===== src/rtl/bss_pkg.sv =====
`timescale 1ns / 1ps

package bss_pkg;

  // geometry of the device and the request
  localparam int SECTOR_BYTES      = 512;
  localparam int MAX_REQUEST_BYTES = 16384;

  localparam int ADDR_W   = 32;
  localparam int COUNT_W  = 15;
  localparam int OFF_W    = $clog2(SECTOR_BYTES);
  localparam int LEN_W    = OFF_W + 1;
  localparam int SECTOR_W = ADDR_W - OFF_W;
  localparam int STATUS_W = 3;

  // configuration port
  localparam int CFG_ADDR_W = 4;
  localparam int CFG_DATA_W = 32;
  localparam int REG_IDX_W  = 2;

  localparam logic [REG_IDX_W-1:0] REG_CAPACITY = 2'd0;
  localparam logic [REG_IDX_W-1:0] REG_PRESENT  = 2'd1;
  localparam logic [REG_IDX_W-1:0] REG_LBA      = 2'd2;

  typedef enum logic [STATUS_W-1:0] {
    ST_OK     = 3'd0,
    ST_RANGE  = 3'd1,
    ST_ABSENT = 3'd2,
    ST_NOLBA  = 3'd3,
    ST_EMPTY  = 3'd4
  } status_e;

  typedef enum logic [1:0] {
    S_IDLE,
    S_CHECK,
    S_SPLIT
  } state_e;

  // controller to datapath
  typedef struct packed {
    logic load;
    logic emit_status;
    logic emit_chunk;
  } ctrl_cmd_t;

  // datapath to controller
  typedef struct packed {
    logic err;
    logic chunk_last;
    logic out_free;
  } dp_stat_t;

endpackage


===== src/rtl/bss_if.sv =====
`timescale 1ns / 1ps

interface bss_req_if;
  import bss_pkg::*;

  logic               valid;
  logic               ready;
  logic               op;
  logic [ADDR_W-1:0]  byte_address;
  logic [COUNT_W-1:0] byte_count;

  modport source (output valid, output op, output byte_address, output byte_count,
                  input ready);
  modport sink (input valid, input op, input byte_address, input byte_count,
                output ready);
endinterface

interface bss_desc_if;
  import bss_pkg::*;

  logic                valid;
  logic                ready;
  logic [STATUS_W-1:0] status;
  logic [SECTOR_W-1:0] sector_number;
  logic [OFF_W-1:0]    sector_offset;
  logic [LEN_W-1:0]    chunk_length;
  logic [COUNT_W-1:0]  buffer_offset;
  logic                needs_readback;
  logic                is_last;

  modport source (output valid, output status, output sector_number, output sector_offset,
                  output chunk_length, output buffer_offset, output needs_readback,
                  output is_last, input ready);
  modport sink (input valid, input status, input sector_number, input sector_offset,
                input chunk_length, input buffer_offset, input needs_readback,
                input is_last, output ready);
endinterface


===== src/rtl/byte_range_sector_splitter.sv =====
`timescale 1ns / 1ps

// Splits a read or write request (byte address, byte count) into one
// descriptor per 512-byte sector spanned, with sector number, offset and
// length in the sector, running buffer offset, a read-back flag for partial
// write chunks and a last marker. A request past capacity or over 16384
// bytes, to an absent drive or without LBA support, or an empty one, yields
// a single status result. Timing: a request is taken only in the idle state;
// a range check state follows, then the single chunk datapath puts out one
// descriptor per cycle while the output register is free. A new request is
// not taken until the previous one has issued its last descriptor or its
// status result.
// The next request is taken while the final descriptor still waits in the
// output register. Configuration is written over the APB-style port at byte
// addresses 0 (capacity), 4 (device present) and 8 (LBA supported).

module byte_range_sector_splitter import bss_pkg::*; (
  input  logic                  clk_i,
  input  logic                  rst_ni,
  bss_req_if.sink               req,
  bss_desc_if.source            desc,
  input  logic                  psel,
  input  logic                  penable,
  input  logic                  pwrite,
  input  logic [CFG_ADDR_W-1:0] paddr,
  input  logic [CFG_DATA_W-1:0] pwdata,
  output logic [CFG_DATA_W-1:0] prdata,
  output logic                  pready
);

  logic [ADDR_W-1:0] capacity;
  logic              present;
  logic              lba;
  ctrl_cmd_t         cmd;
  dp_stat_t          stat;

  assign pready = 1'b1;

  // configuration registers
  bss_regs u_regs (
    .clk_i      (clk_i),
    .rst_ni     (rst_ni),
    .psel       (psel),
    .penable    (penable),
    .pwrite     (pwrite),
    .paddr      (paddr),
    .pwdata     (pwdata),
    .prdata     (prdata),
    .capacity_o (capacity),
    .present_o  (present),
    .lba_o      (lba)
  );

  // sequencing
  bss_ctrl u_ctrl (
    .clk_i       (clk_i),
    .rst_ni      (rst_ni),
    .req_valid_i (req.valid),
    .req_ready_o (req.ready),
    .stat_i      (stat),
    .cmd_o       (cmd)
  );

  // address walk and output register
  bss_dp u_dp (
    .clk_i            (clk_i),
    .rst_ni           (rst_ni),
    .cmd_i            (cmd),
    .stat_o           (stat),
    .op_i             (req.op),
    .byte_address_i   (req.byte_address),
    .byte_count_i     (req.byte_count),
    .capacity_i       (capacity),
    .present_i        (present),
    .lba_i            (lba),
    .out_ready_i      (desc.ready),
    .out_valid_o      (desc.valid),
    .status_o         (desc.status),
    .sector_number_o  (desc.sector_number),
    .sector_offset_o  (desc.sector_offset),
    .chunk_length_o   (desc.chunk_length),
    .buffer_offset_o  (desc.buffer_offset),
    .needs_readback_o (desc.needs_readback),
    .is_last_o        (desc.is_last)
  );

endmodule


===== src/rtl/bss_regs.sv =====
`timescale 1ns / 1ps

module bss_regs import bss_pkg::*; (
  input  logic                  clk_i,
  input  logic                  rst_ni,
  input  logic                  psel,
  input  logic                  penable,
  input  logic                  pwrite,
  input  logic [CFG_ADDR_W-1:0] paddr,
  input  logic [CFG_DATA_W-1:0] pwdata,
  output logic [CFG_DATA_W-1:0] prdata,
  output logic [ADDR_W-1:0]     capacity_o,
  output logic                  present_o,
  output logic                  lba_o
);

  logic [REG_IDX_W-1:0] idx;
  logic                 wr_en;
  logic [ADDR_W-1:0]    capacity_q;
  logic                 present_q;
  logic                 lba_q;

  assign idx   = paddr[CFG_ADDR_W-1:2];
  assign wr_en = psel && penable && pwrite;

  // register writes
  always_ff @(posedge clk_i or negedge rst_ni) begin
    if (!rst_ni) begin
      capacity_q <= '0;
      present_q  <= 1'b0;
      lba_q      <= 1'b0;
    end else if (wr_en) begin
      case (idx)
        REG_CAPACITY: capacity_q <= pwdata[ADDR_W-1:0];
        REG_PRESENT:  present_q  <= pwdata[0];
        REG_LBA:      lba_q      <= pwdata[0];
        default: ;
      endcase
    end
  end

  // read back
  always_comb begin
    case (idx)
      REG_CAPACITY: prdata = CFG_DATA_W'(capacity_q);
      REG_PRESENT:  prdata = CFG_DATA_W'(present_q);
      REG_LBA:      prdata = CFG_DATA_W'(lba_q);
      default:      prdata = '0;
    endcase
  end

  assign capacity_o = capacity_q;
  assign present_o  = present_q;
  assign lba_o      = lba_q;

endmodule


===== src/rtl/bss_dp.sv =====
`timescale 1ns / 1ps

module bss_dp import bss_pkg::*; (
  input  logic                clk_i,
  input  logic                rst_ni,
  input  ctrl_cmd_t           cmd_i,
  output dp_stat_t            stat_o,
  input  logic                op_i,
  input  logic [ADDR_W-1:0]   byte_address_i,
  input  logic [COUNT_W-1:0]  byte_count_i,
  input  logic [ADDR_W-1:0]   capacity_i,
  input  logic                present_i,
  input  logic                lba_i,
  input  logic                out_ready_i,
  output logic                out_valid_o,
  output logic [STATUS_W-1:0] status_o,
  output logic [SECTOR_W-1:0] sector_number_o,
  output logic [OFF_W-1:0]    sector_offset_o,
  output logic [LEN_W-1:0]    chunk_length_o,
  output logic [COUNT_W-1:0]  buffer_offset_o,
  output logic                needs_readback_o,
  output logic                is_last_o
);

  // walking position within the request
  logic [SECTOR_W-1:0] cur_sector_q;
  logic [OFF_W-1:0]    cur_off_q;
  logic [COUNT_W-1:0]  remaining_q;
  logic [COUNT_W-1:0]  boff_q;
  logic                is_write_q;

  // output register
  logic                out_valid_q;
  logic [STATUS_W-1:0] status_q;
  logic [SECTOR_W-1:0] sector_q;
  logic [OFF_W-1:0]    soff_q;
  logic [LEN_W-1:0]    len_q;
  logic [COUNT_W-1:0]  obuf_q;
  logic                rb_q;
  logic                last_q;

  logic [ADDR_W:0]     end_w;
  status_e             chk_status;
  logic [LEN_W-1:0]    room;
  logic                chunk_last;
  logic [LEN_W-1:0]    chunk_len;

  // request check, 33-bit end address so nothing wraps
  assign end_w = {1'b0, cur_sector_q, cur_off_q} + (ADDR_W + 1)'(remaining_q);

  always_comb begin
    if (remaining_q > COUNT_W'(MAX_REQUEST_BYTES) || end_w > {1'b0, capacity_i}) begin
      chk_status = ST_RANGE;
    end else if (!present_i) begin
      chk_status = ST_ABSENT;
    end else if (!lba_i) begin
      chk_status = ST_NOLBA;
    end else if (remaining_q == '0) begin
      chk_status = ST_EMPTY;
    end else begin
      chk_status = ST_OK;
    end
  end

  // current chunk: rest of the sector or rest of the request
  assign room       = LEN_W'(SECTOR_BYTES) - {1'b0, cur_off_q};
  assign chunk_last = remaining_q <= COUNT_W'(room);
  assign chunk_len  = chunk_last ? remaining_q[LEN_W-1:0] : room;

  assign stat_o.err        = chk_status != ST_OK;
  assign stat_o.chunk_last = chunk_last;
  assign stat_o.out_free   = !out_valid_q || out_ready_i;

  // position registers
  always_ff @(posedge clk_i) begin
    if (cmd_i.load) begin
      cur_sector_q <= byte_address_i[ADDR_W-1:OFF_W];
      cur_off_q    <= byte_address_i[OFF_W-1:0];
      remaining_q  <= byte_count_i;
      boff_q       <= '0;
      is_write_q   <= op_i;
    end else if (cmd_i.emit_chunk) begin
      cur_sector_q <= cur_sector_q + SECTOR_W'(1);
      cur_off_q    <= '0;
      remaining_q  <= remaining_q - COUNT_W'(chunk_len);
      boff_q       <= boff_q + COUNT_W'(chunk_len);
    end
  end

  // output valid
  always_ff @(posedge clk_i or negedge rst_ni) begin
    if (!rst_ni) begin
      out_valid_q <= 1'b0;
    end else if (cmd_i.emit_status || cmd_i.emit_chunk) begin
      out_valid_q <= 1'b1;
    end else if (out_ready_i) begin
      out_valid_q <= 1'b0;
    end
  end

  // output payload
  always_ff @(posedge clk_i) begin
    if (cmd_i.emit_status) begin
      status_q <= chk_status;
      sector_q <= '0;
      soff_q   <= '0;
      len_q    <= '0;
      obuf_q   <= '0;
      rb_q     <= 1'b0;
      last_q   <= 1'b1;
    end else if (cmd_i.emit_chunk) begin
      status_q <= ST_OK;
      sector_q <= cur_sector_q;
      soff_q   <= cur_off_q;
      len_q    <= chunk_len;
      obuf_q   <= boff_q;
      rb_q     <= is_write_q && (chunk_len < LEN_W'(SECTOR_BYTES));
      last_q   <= chunk_last;
    end
  end

  assign out_valid_o      = out_valid_q;
  assign status_o         = status_q;
  assign sector_number_o  = sector_q;
  assign sector_offset_o  = soff_q;
  assign chunk_length_o   = len_q;
  assign buffer_offset_o  = obuf_q;
  assign needs_readback_o = rb_q;
  assign is_last_o        = last_q;

  // a data descriptor never has zero length and never exceeds a sector
  a_len_range: assert property (@(posedge clk_i) disable iff (!rst_ni)
    out_valid_q && status_q == ST_OK |->
      len_q != '0 && len_q <= LEN_W'(SECTOR_BYTES))
    else $error("chunk length out of range");

  // a status result always closes the request
  a_status_last: assert property (@(posedge clk_i) disable iff (!rst_ni)
    out_valid_q && status_q != ST_OK |-> last_q)
    else $error("status result without last marker");

  // chunk never reaches past the end of its sector
  a_in_sector: assert property (@(posedge clk_i) disable iff (!rst_ni)
    cmd_i.emit_chunk |=>
      (LEN_W + 1)'(soff_q) + (LEN_W + 1)'(len_q) <= (LEN_W + 1)'(SECTOR_BYTES))
    else $error("chunk crosses sector boundary");

endmodule


===== src/rtl/bss_ctrl.sv =====
`timescale 1ns / 1ps

module bss_ctrl import bss_pkg::*; (
  input  logic      clk_i,
  input  logic      rst_ni,
  input  logic      req_valid_i,
  output logic      req_ready_o,
  input  dp_stat_t  stat_i,
  output ctrl_cmd_t cmd_o
);

  state_e state_q, state_d;

  always_ff @(posedge clk_i or negedge rst_ni) begin
    if (!rst_ni) begin
      state_q <= S_IDLE;
    end else begin
      state_q <= state_d;
    end
  end

  // next state
  always_comb begin
    state_d = state_q;
    case (state_q)
      S_IDLE: begin
        if (req_valid_i) state_d = S_CHECK;
      end
      S_CHECK: begin
        if (!stat_i.err) begin
          state_d = S_SPLIT;
        end else if (stat_i.out_free) begin
          state_d = S_IDLE;
        end
      end
      S_SPLIT: begin
        if (stat_i.out_free && stat_i.chunk_last) state_d = S_IDLE;
      end
      default: state_d = S_IDLE;
    endcase
  end

  // outputs
  always_comb begin
    req_ready_o       = 1'b0;
    cmd_o.load        = 1'b0;
    cmd_o.emit_status = 1'b0;
    cmd_o.emit_chunk  = 1'b0;
    case (state_q)
      S_IDLE: begin
        req_ready_o = 1'b1;
        cmd_o.load  = req_valid_i;
      end
      S_CHECK: begin
        cmd_o.emit_status = stat_i.err && stat_i.out_free;
      end
      S_SPLIT: begin
        cmd_o.emit_chunk = stat_i.out_free;
      end
      default: ;
    endcase
  end

  // only one result source per cycle
  a_one_emit: assert property (@(posedge clk_i) disable iff (!rst_ni)
    !(cmd_o.emit_status && cmd_o.emit_chunk))
    else $error("status and chunk emitted together");

  // never overwrite an untaken result
  a_no_overwrite: assert property (@(posedge clk_i) disable iff (!rst_ni)
    (cmd_o.emit_status || cmd_o.emit_chunk) |-> stat_i.out_free)
    else $error("emit while output register busy");

  // a load starts the check of the new request; loads come only from idle
  a_load_idle: assert property (@(posedge clk_i) disable iff (!rst_ni)
    cmd_o.load |=> state_q == S_CHECK)
    else $error("load did not start a check");

endmodule


===== src/flat_wrapper.sv =====
// flat-port wrapper written by rule: the top's interface ports become plain ports
module byte_range_sector_splitter_flat import bss_pkg::*;
  (clk_i, rst_ni, psel, penable, pwrite, paddr, pwdata, prdata, pready, req_valid, req_op, req_byte_address, req_byte_count, req_ready, desc_valid, desc_status, desc_sector_number, desc_sector_offset, desc_chunk_length, desc_buffer_offset, desc_needs_readback, desc_is_last, desc_ready);
  bss_req_if req_i ();
  bss_desc_if desc_i ();
  input  logic clk_i;
  input  logic rst_ni;
  input  logic psel;
  input  logic penable;
  input  logic pwrite;
  input  logic [CFG_ADDR_W-1:0] paddr;
  input  logic [CFG_DATA_W-1:0] pwdata;
  output logic [CFG_DATA_W-1:0] prdata;
  output logic pready;
  input wire logic [$bits(req_i.valid)-1:0] req_valid;
  input wire logic [$bits(req_i.op)-1:0] req_op;
  input wire logic [$bits(req_i.byte_address)-1:0] req_byte_address;
  input wire logic [$bits(req_i.byte_count)-1:0] req_byte_count;
  output wire logic [$bits(req_i.ready)-1:0] req_ready;
  output wire logic [$bits(desc_i.valid)-1:0] desc_valid;
  output wire logic [$bits(desc_i.status)-1:0] desc_status;
  output wire logic [$bits(desc_i.sector_number)-1:0] desc_sector_number;
  output wire logic [$bits(desc_i.sector_offset)-1:0] desc_sector_offset;
  output wire logic [$bits(desc_i.chunk_length)-1:0] desc_chunk_length;
  output wire logic [$bits(desc_i.buffer_offset)-1:0] desc_buffer_offset;
  output wire logic [$bits(desc_i.needs_readback)-1:0] desc_needs_readback;
  output wire logic [$bits(desc_i.is_last)-1:0] desc_is_last;
  input wire logic [$bits(desc_i.ready)-1:0] desc_ready;
  assign req_i.valid = req_valid;
  assign req_i.op = req_op;
  assign req_i.byte_address = req_byte_address;
  assign req_i.byte_count = req_byte_count;
  assign req_ready = req_i.ready;
  assign desc_valid = desc_i.valid;
  assign desc_status = desc_i.status;
  assign desc_sector_number = desc_i.sector_number;
  assign desc_sector_offset = desc_i.sector_offset;
  assign desc_chunk_length = desc_i.chunk_length;
  assign desc_buffer_offset = desc_i.buffer_offset;
  assign desc_needs_readback = desc_i.needs_readback;
  assign desc_is_last = desc_i.is_last;
  assign desc_i.ready = desc_ready;
  byte_range_sector_splitter u_core (.clk_i(clk_i), .rst_ni(rst_ni), .req(req_i), .desc(desc_i), .psel(psel), .penable(penable), .pwrite(pwrite), .paddr(paddr), .pwdata(pwdata), .prdata(prdata), .pready(pready));
endmodule

===== config.mk =====
export PLATFORM = sky130hd
export DESIGN_NAME = byte_range_sector_splitter_flat
export DESIGN_NICKNAME = d
export VERILOG_FILES = /design/src/rtl/bss_pkg.sv /design/src/rtl/bss_if.sv /design/src/rtl/byte_range_sector_splitter.sv /design/src/rtl/bss_regs.sv /design/src/rtl/bss_dp.sv /design/src/rtl/bss_ctrl.sv /design/src/flat_wrapper.sv
export SDC_FILE = /design/constraint.sdc
export NUM_CORES = 1
export LEC_CHECK = 0
export BUFFER_PORTS_ARGS = -buffer_cell sky130_fd_sc_hd__buf_2
export CORE_MARGIN = 3
export CORE_UTILIZATION = 42
export DETAILED_ROUTE_END_ITERATION = 10
export PLACE_DENSITY = 0.72
export SLEW_MARGIN = 30
export SYNTH_ARGS = -nofsm -noshare
export SYNTH_HDL_FRONTEND = slang
export SYNTH_SLANG_ARGS = --single-unit

===== constraint.sdc =====
create_clock -name clk_i -period 6.2 [get_ports clk_i]
set_input_delay 1.24 -clock clk_i [delete_from_list [all_inputs] [get_ports clk_i]]
set_output_delay 1.24 -clock clk_i [all_outputs]
set_load 0.1 [all_outputs]

==> impl_results.md <==
* Outcome: complete, no violations
* Least-Margin Pin Slew at 869 ps
* CP endpoint kind: flip-flop
* GRT Overall Usage at between 20% and 30%
* Clock slew at reported path FFs at roughly 70 ps
* Setup WS post-layout at slightly below 500 ps
* Synthesis-to-layout area growth at 17.6%
* Final slew viol count at 0
* Placed cells at 1555
* Commonest non-fill, non-tap cell in the layout: buf_2
* Final WL at 27300 um
* Worst skew pair latency at 440 ps
* Primary FF master, synth: dfxtp_1
* Final Net Count at 1434
* First-pass iteration count of the detailed router at 5
* Register area at 3940 um2
* Die area at around 26000 um2
* Routed WL per cell at 17.2 um
* Vias in the first global route at roughly 8400
* Post-synth EDFFs at between 50 and 60
* Critical path class: reg2reg
* Post-synthesis cell type count at 67
* Synth Instances at around 1100
* Pwr Total at approximately 6300 uW
* Final hold violations at 0
* FP Rows at 55
* CTS sink count at approximately 160
* Syn nets at 1283
* Area taken by multi-input logic gates at between 5000 and 6000 um2
* Synth Area per Inst at 9.02 um2
* Layout cell share with drive strength beyond 1 at roughly a fifth
* Crit share post-route at between 90 and 100%
* Setup tns final at 0 ps
* H-tree depth at 4
* Die Wd at 160 um
* Largest net degree at the start of global routing at 61
* Core area at 23100 um2
* Dpl hpwl at between 20000 and 25000 um
* RSZ-0062 raised after global routing: no
* Dpl ws at 441 ps
* DRT iter0 DRCs at 686
* TritonCTS Buffers at 17
* Final setup violation count at 0
* Clock root cell: clkbuf_16
* Via-to-Cell Ratio at about 5.5
* First-pass GRT wire length at ~44000 um
* Hold depth at 2
* Final ANT Viol Nets at 0
* Overflow after GRT at 0
* Critical Path AT at 5880 ps
* Initial antenna violation count at 0
* Share of async-settable or async-resettable flops after synthesis at a little under a quarter
* Class of the worst hold path: reg2reg
* Worst reg2reg path depth at 20
* Lkg Pwr at ~0.0052 uW
* Max VDD drop at 0.000338 V
* Clock buffer depth at 2
* Rel. slew slack at 42.0%
* Mapped Area at ~10000 um2
* Max frequency at 175 MHz
* Drc violations at 0
* Period minus WS final at 5720 ps
* Port bufs at ~180
* Total setup buffers inserted after CTS at 0
* Crit path launch type: flip-flop
* Register area share after synthesis at 39.3%
* Worst Skew at around 16 ps
* CP max FO at 7
* Die H at 160 um
* PD cells at 539 nW/um2
* Non-Filler Instances at 1588
* Fillers at 2127
* Total number of vias at just under 9000
* Max Cap Viol at 0
* I/O pin total at 188
* Yosys warning total at 0
* GPL Wtd Cong at around 0.93
* Yosys reg bits at 162
* Starting Density at around 43%
* Crit path required time at about 6400 ps
* CTS tree: done
* Commonest non-fill, non-tap cells in the layout: 183 x buf_2, 111 x nand2_1, 92 x o21ai_0, 92 x a21oi_1, 79 x ha_1
* Util after Layout at 51.1%
[repair_timing]
| item | in CTS | in global routing |
|---|---|---|
| gates resized for setup | 0 | 1 |
| setup endpoints to repair | 0 | 1 |
| endpoints found under the hold margin | 0 | 0 |
| hold buffers | 0 | 0 |
[metal layers]
layer / GRT usage [%] / share of wire (%) / vias up
met4: 6.59 / 2.4 / 0
met2: 35.1 / 47 / 282
met3: 3.95 / 5.3 / 43
met5: 0 / 0 / -
li1: - / - / 4277
met1: 27.7 / 45 / 4078
[metrics by stage]
step,hold slack [ps],instance area [um2]
5_1_grt,498,11800
6_report,470,11800
3_3_place_gp,446,11200
4_1_cts,475,11800
3_5_place_dp,458,11200
2_1_floorplan,436,10000
[registers in the layout (all words and copies together), names as in the netlist, 2 cells and up]
name                         flops
u_core.u_dp.remaining_q         15
u_core.u_dp.cur_off_q            9
u_core.u_regs.capacity_o        32
u_core.u_dp.status_o             3
u_core.u_dp.cur_sector_q        23
u_core.u_dp.boff_q              15
u_core.u_dp.buffer_offset_o     15
u_core.u_dp.chunk_length_o      10
u_core.u_dp.sector_offset_o      9
u_core.u_dp.sector_number_o     23
u_core.u_ctrl.state_q            2
[Yosys cell counts, types with 3 or more instances]
master     instances  area [um2]
xor2_1            21         184
mux2_2             9         101
nor4_1             4        25.0
dfrtp_1           37         926
nor2b_1            8        50.1
nor2_1            63         236
a2111oi_0          5        43.8
or2_2              4        25.0
edfxtp_1          51        1530
a22o_1             3        26.3
a211oi_1          11        82.6
nand2b_1           3        18.8
a31oi_1            4        25.0
buf_2              8        40.0
o21a_1             6        45.0
a221oi_1           9        78.8
and3_1            20         125
o21bai_1           5        37.5
o211ai_1           8        60.1
and4_1             3        26.3
nor3b_1            4        30.0
nand4_1           13        81.3
nor3_1            44         220
or3_1              4        25.0
nand2_1          111         417
xnor2_1           51         447
inv_1             71         267
dfxtp_1           74        1480
buf_4              3        22.5
o21ai_1            3        15.0
fa_1               3        60.1
a21o_1             9        67.6
mux2i_1           53         531
clkbuf_1          45         169
and2_1             4        25.0
o2111ai_1          5        43.8
o21ai_0           92         460
ha_1              79         988
o31a_1             4        35.0
a21oi_1           92         460
nand3_1           25         125
o31ai_1            6        45.0
buf_1              4        15.0
[path summary, 6_finish.rpt]
| path | from | endpoint | slack (ps) |
|---|---|---|---|
| worst max-delay path | u_core.u_dp.cur_off_q[2] | u_core.u_dp.remaining_q[14] | 480 |
| worst min-delay path | u_core.u_dp.is_last_o | u_core.u_dp.is_last_o | 470 |
| worst max register to register | u_core.u_dp.cur_off_q[2] | u_core.u_dp.remaining_q[14] | 480 |
| worst min register to register | u_core.u_dp.is_last_o | u_core.u_dp.is_last_o | 470 |
| max in group asynchronous | rst_ni | u_core.u_ctrl.state_q[1] | 5070 |
| min in group asynchronous | rst_ni | u_core.u_regs.capacity_o[11] | 770 |
[final cells by class]
class / count / area share (%)
Antenna cell: 1 / 0.0213
Clock buffer: 19 / 4.04
Clock inverter: 13 / 1.16
Inverter: 71 / 2.26
Multi-Input combinational cell: 815 / 47.2
Sequential cell: 162 / 33.5
Tap cell: 313 / 3.33
Timing Repair Buffer: 194 / 8.59
[cells by family after synthesis]
group | Yosys count | share of synthesized area [%]
xor gates and xnor gates | 72 | 6.30
buffers and inverters | 133 | 5.35
and+or+nand+nor | 320 | 15.1
other | 1 | 0.0375
AOI/OAI and AO/OA | 278 | 17.0
DFF | 162 | 39.3
adders and majority gates | 82 | 10.5
muxes | 62 | 6.31
[worst max-delay path, cell delays in order (launching register included)]
cell       delay (ps)
edfxtp_1          540
nor4_2            500
nand3b_1          170
xnor2_1           220
ha_1              280
a21o_1            180
a21oi_1           190
nand2_1            60
o21ai_0           320
o21a_1            260
mux2i_1           390
ha_1              250
inv_1              60
fa_1              400
a21o_1            170
a21oi_1           230
o21ba_2           180
o21ai_0           220
a2111oi_0         560
xnor2_1           170
o21ai_0            80
[power by group]
| part | total [uW] | switching, uW | internal, uW |
|---|---|---|---|
| registers | 1750 | 300 | 1450 |
| clock network | 1110 | 490 | 616 |
| logic | 3490 | 2330 | 1160 |
| total | 6340 | 3120 | 3220 |
Power figures use the tool's default switching activity.
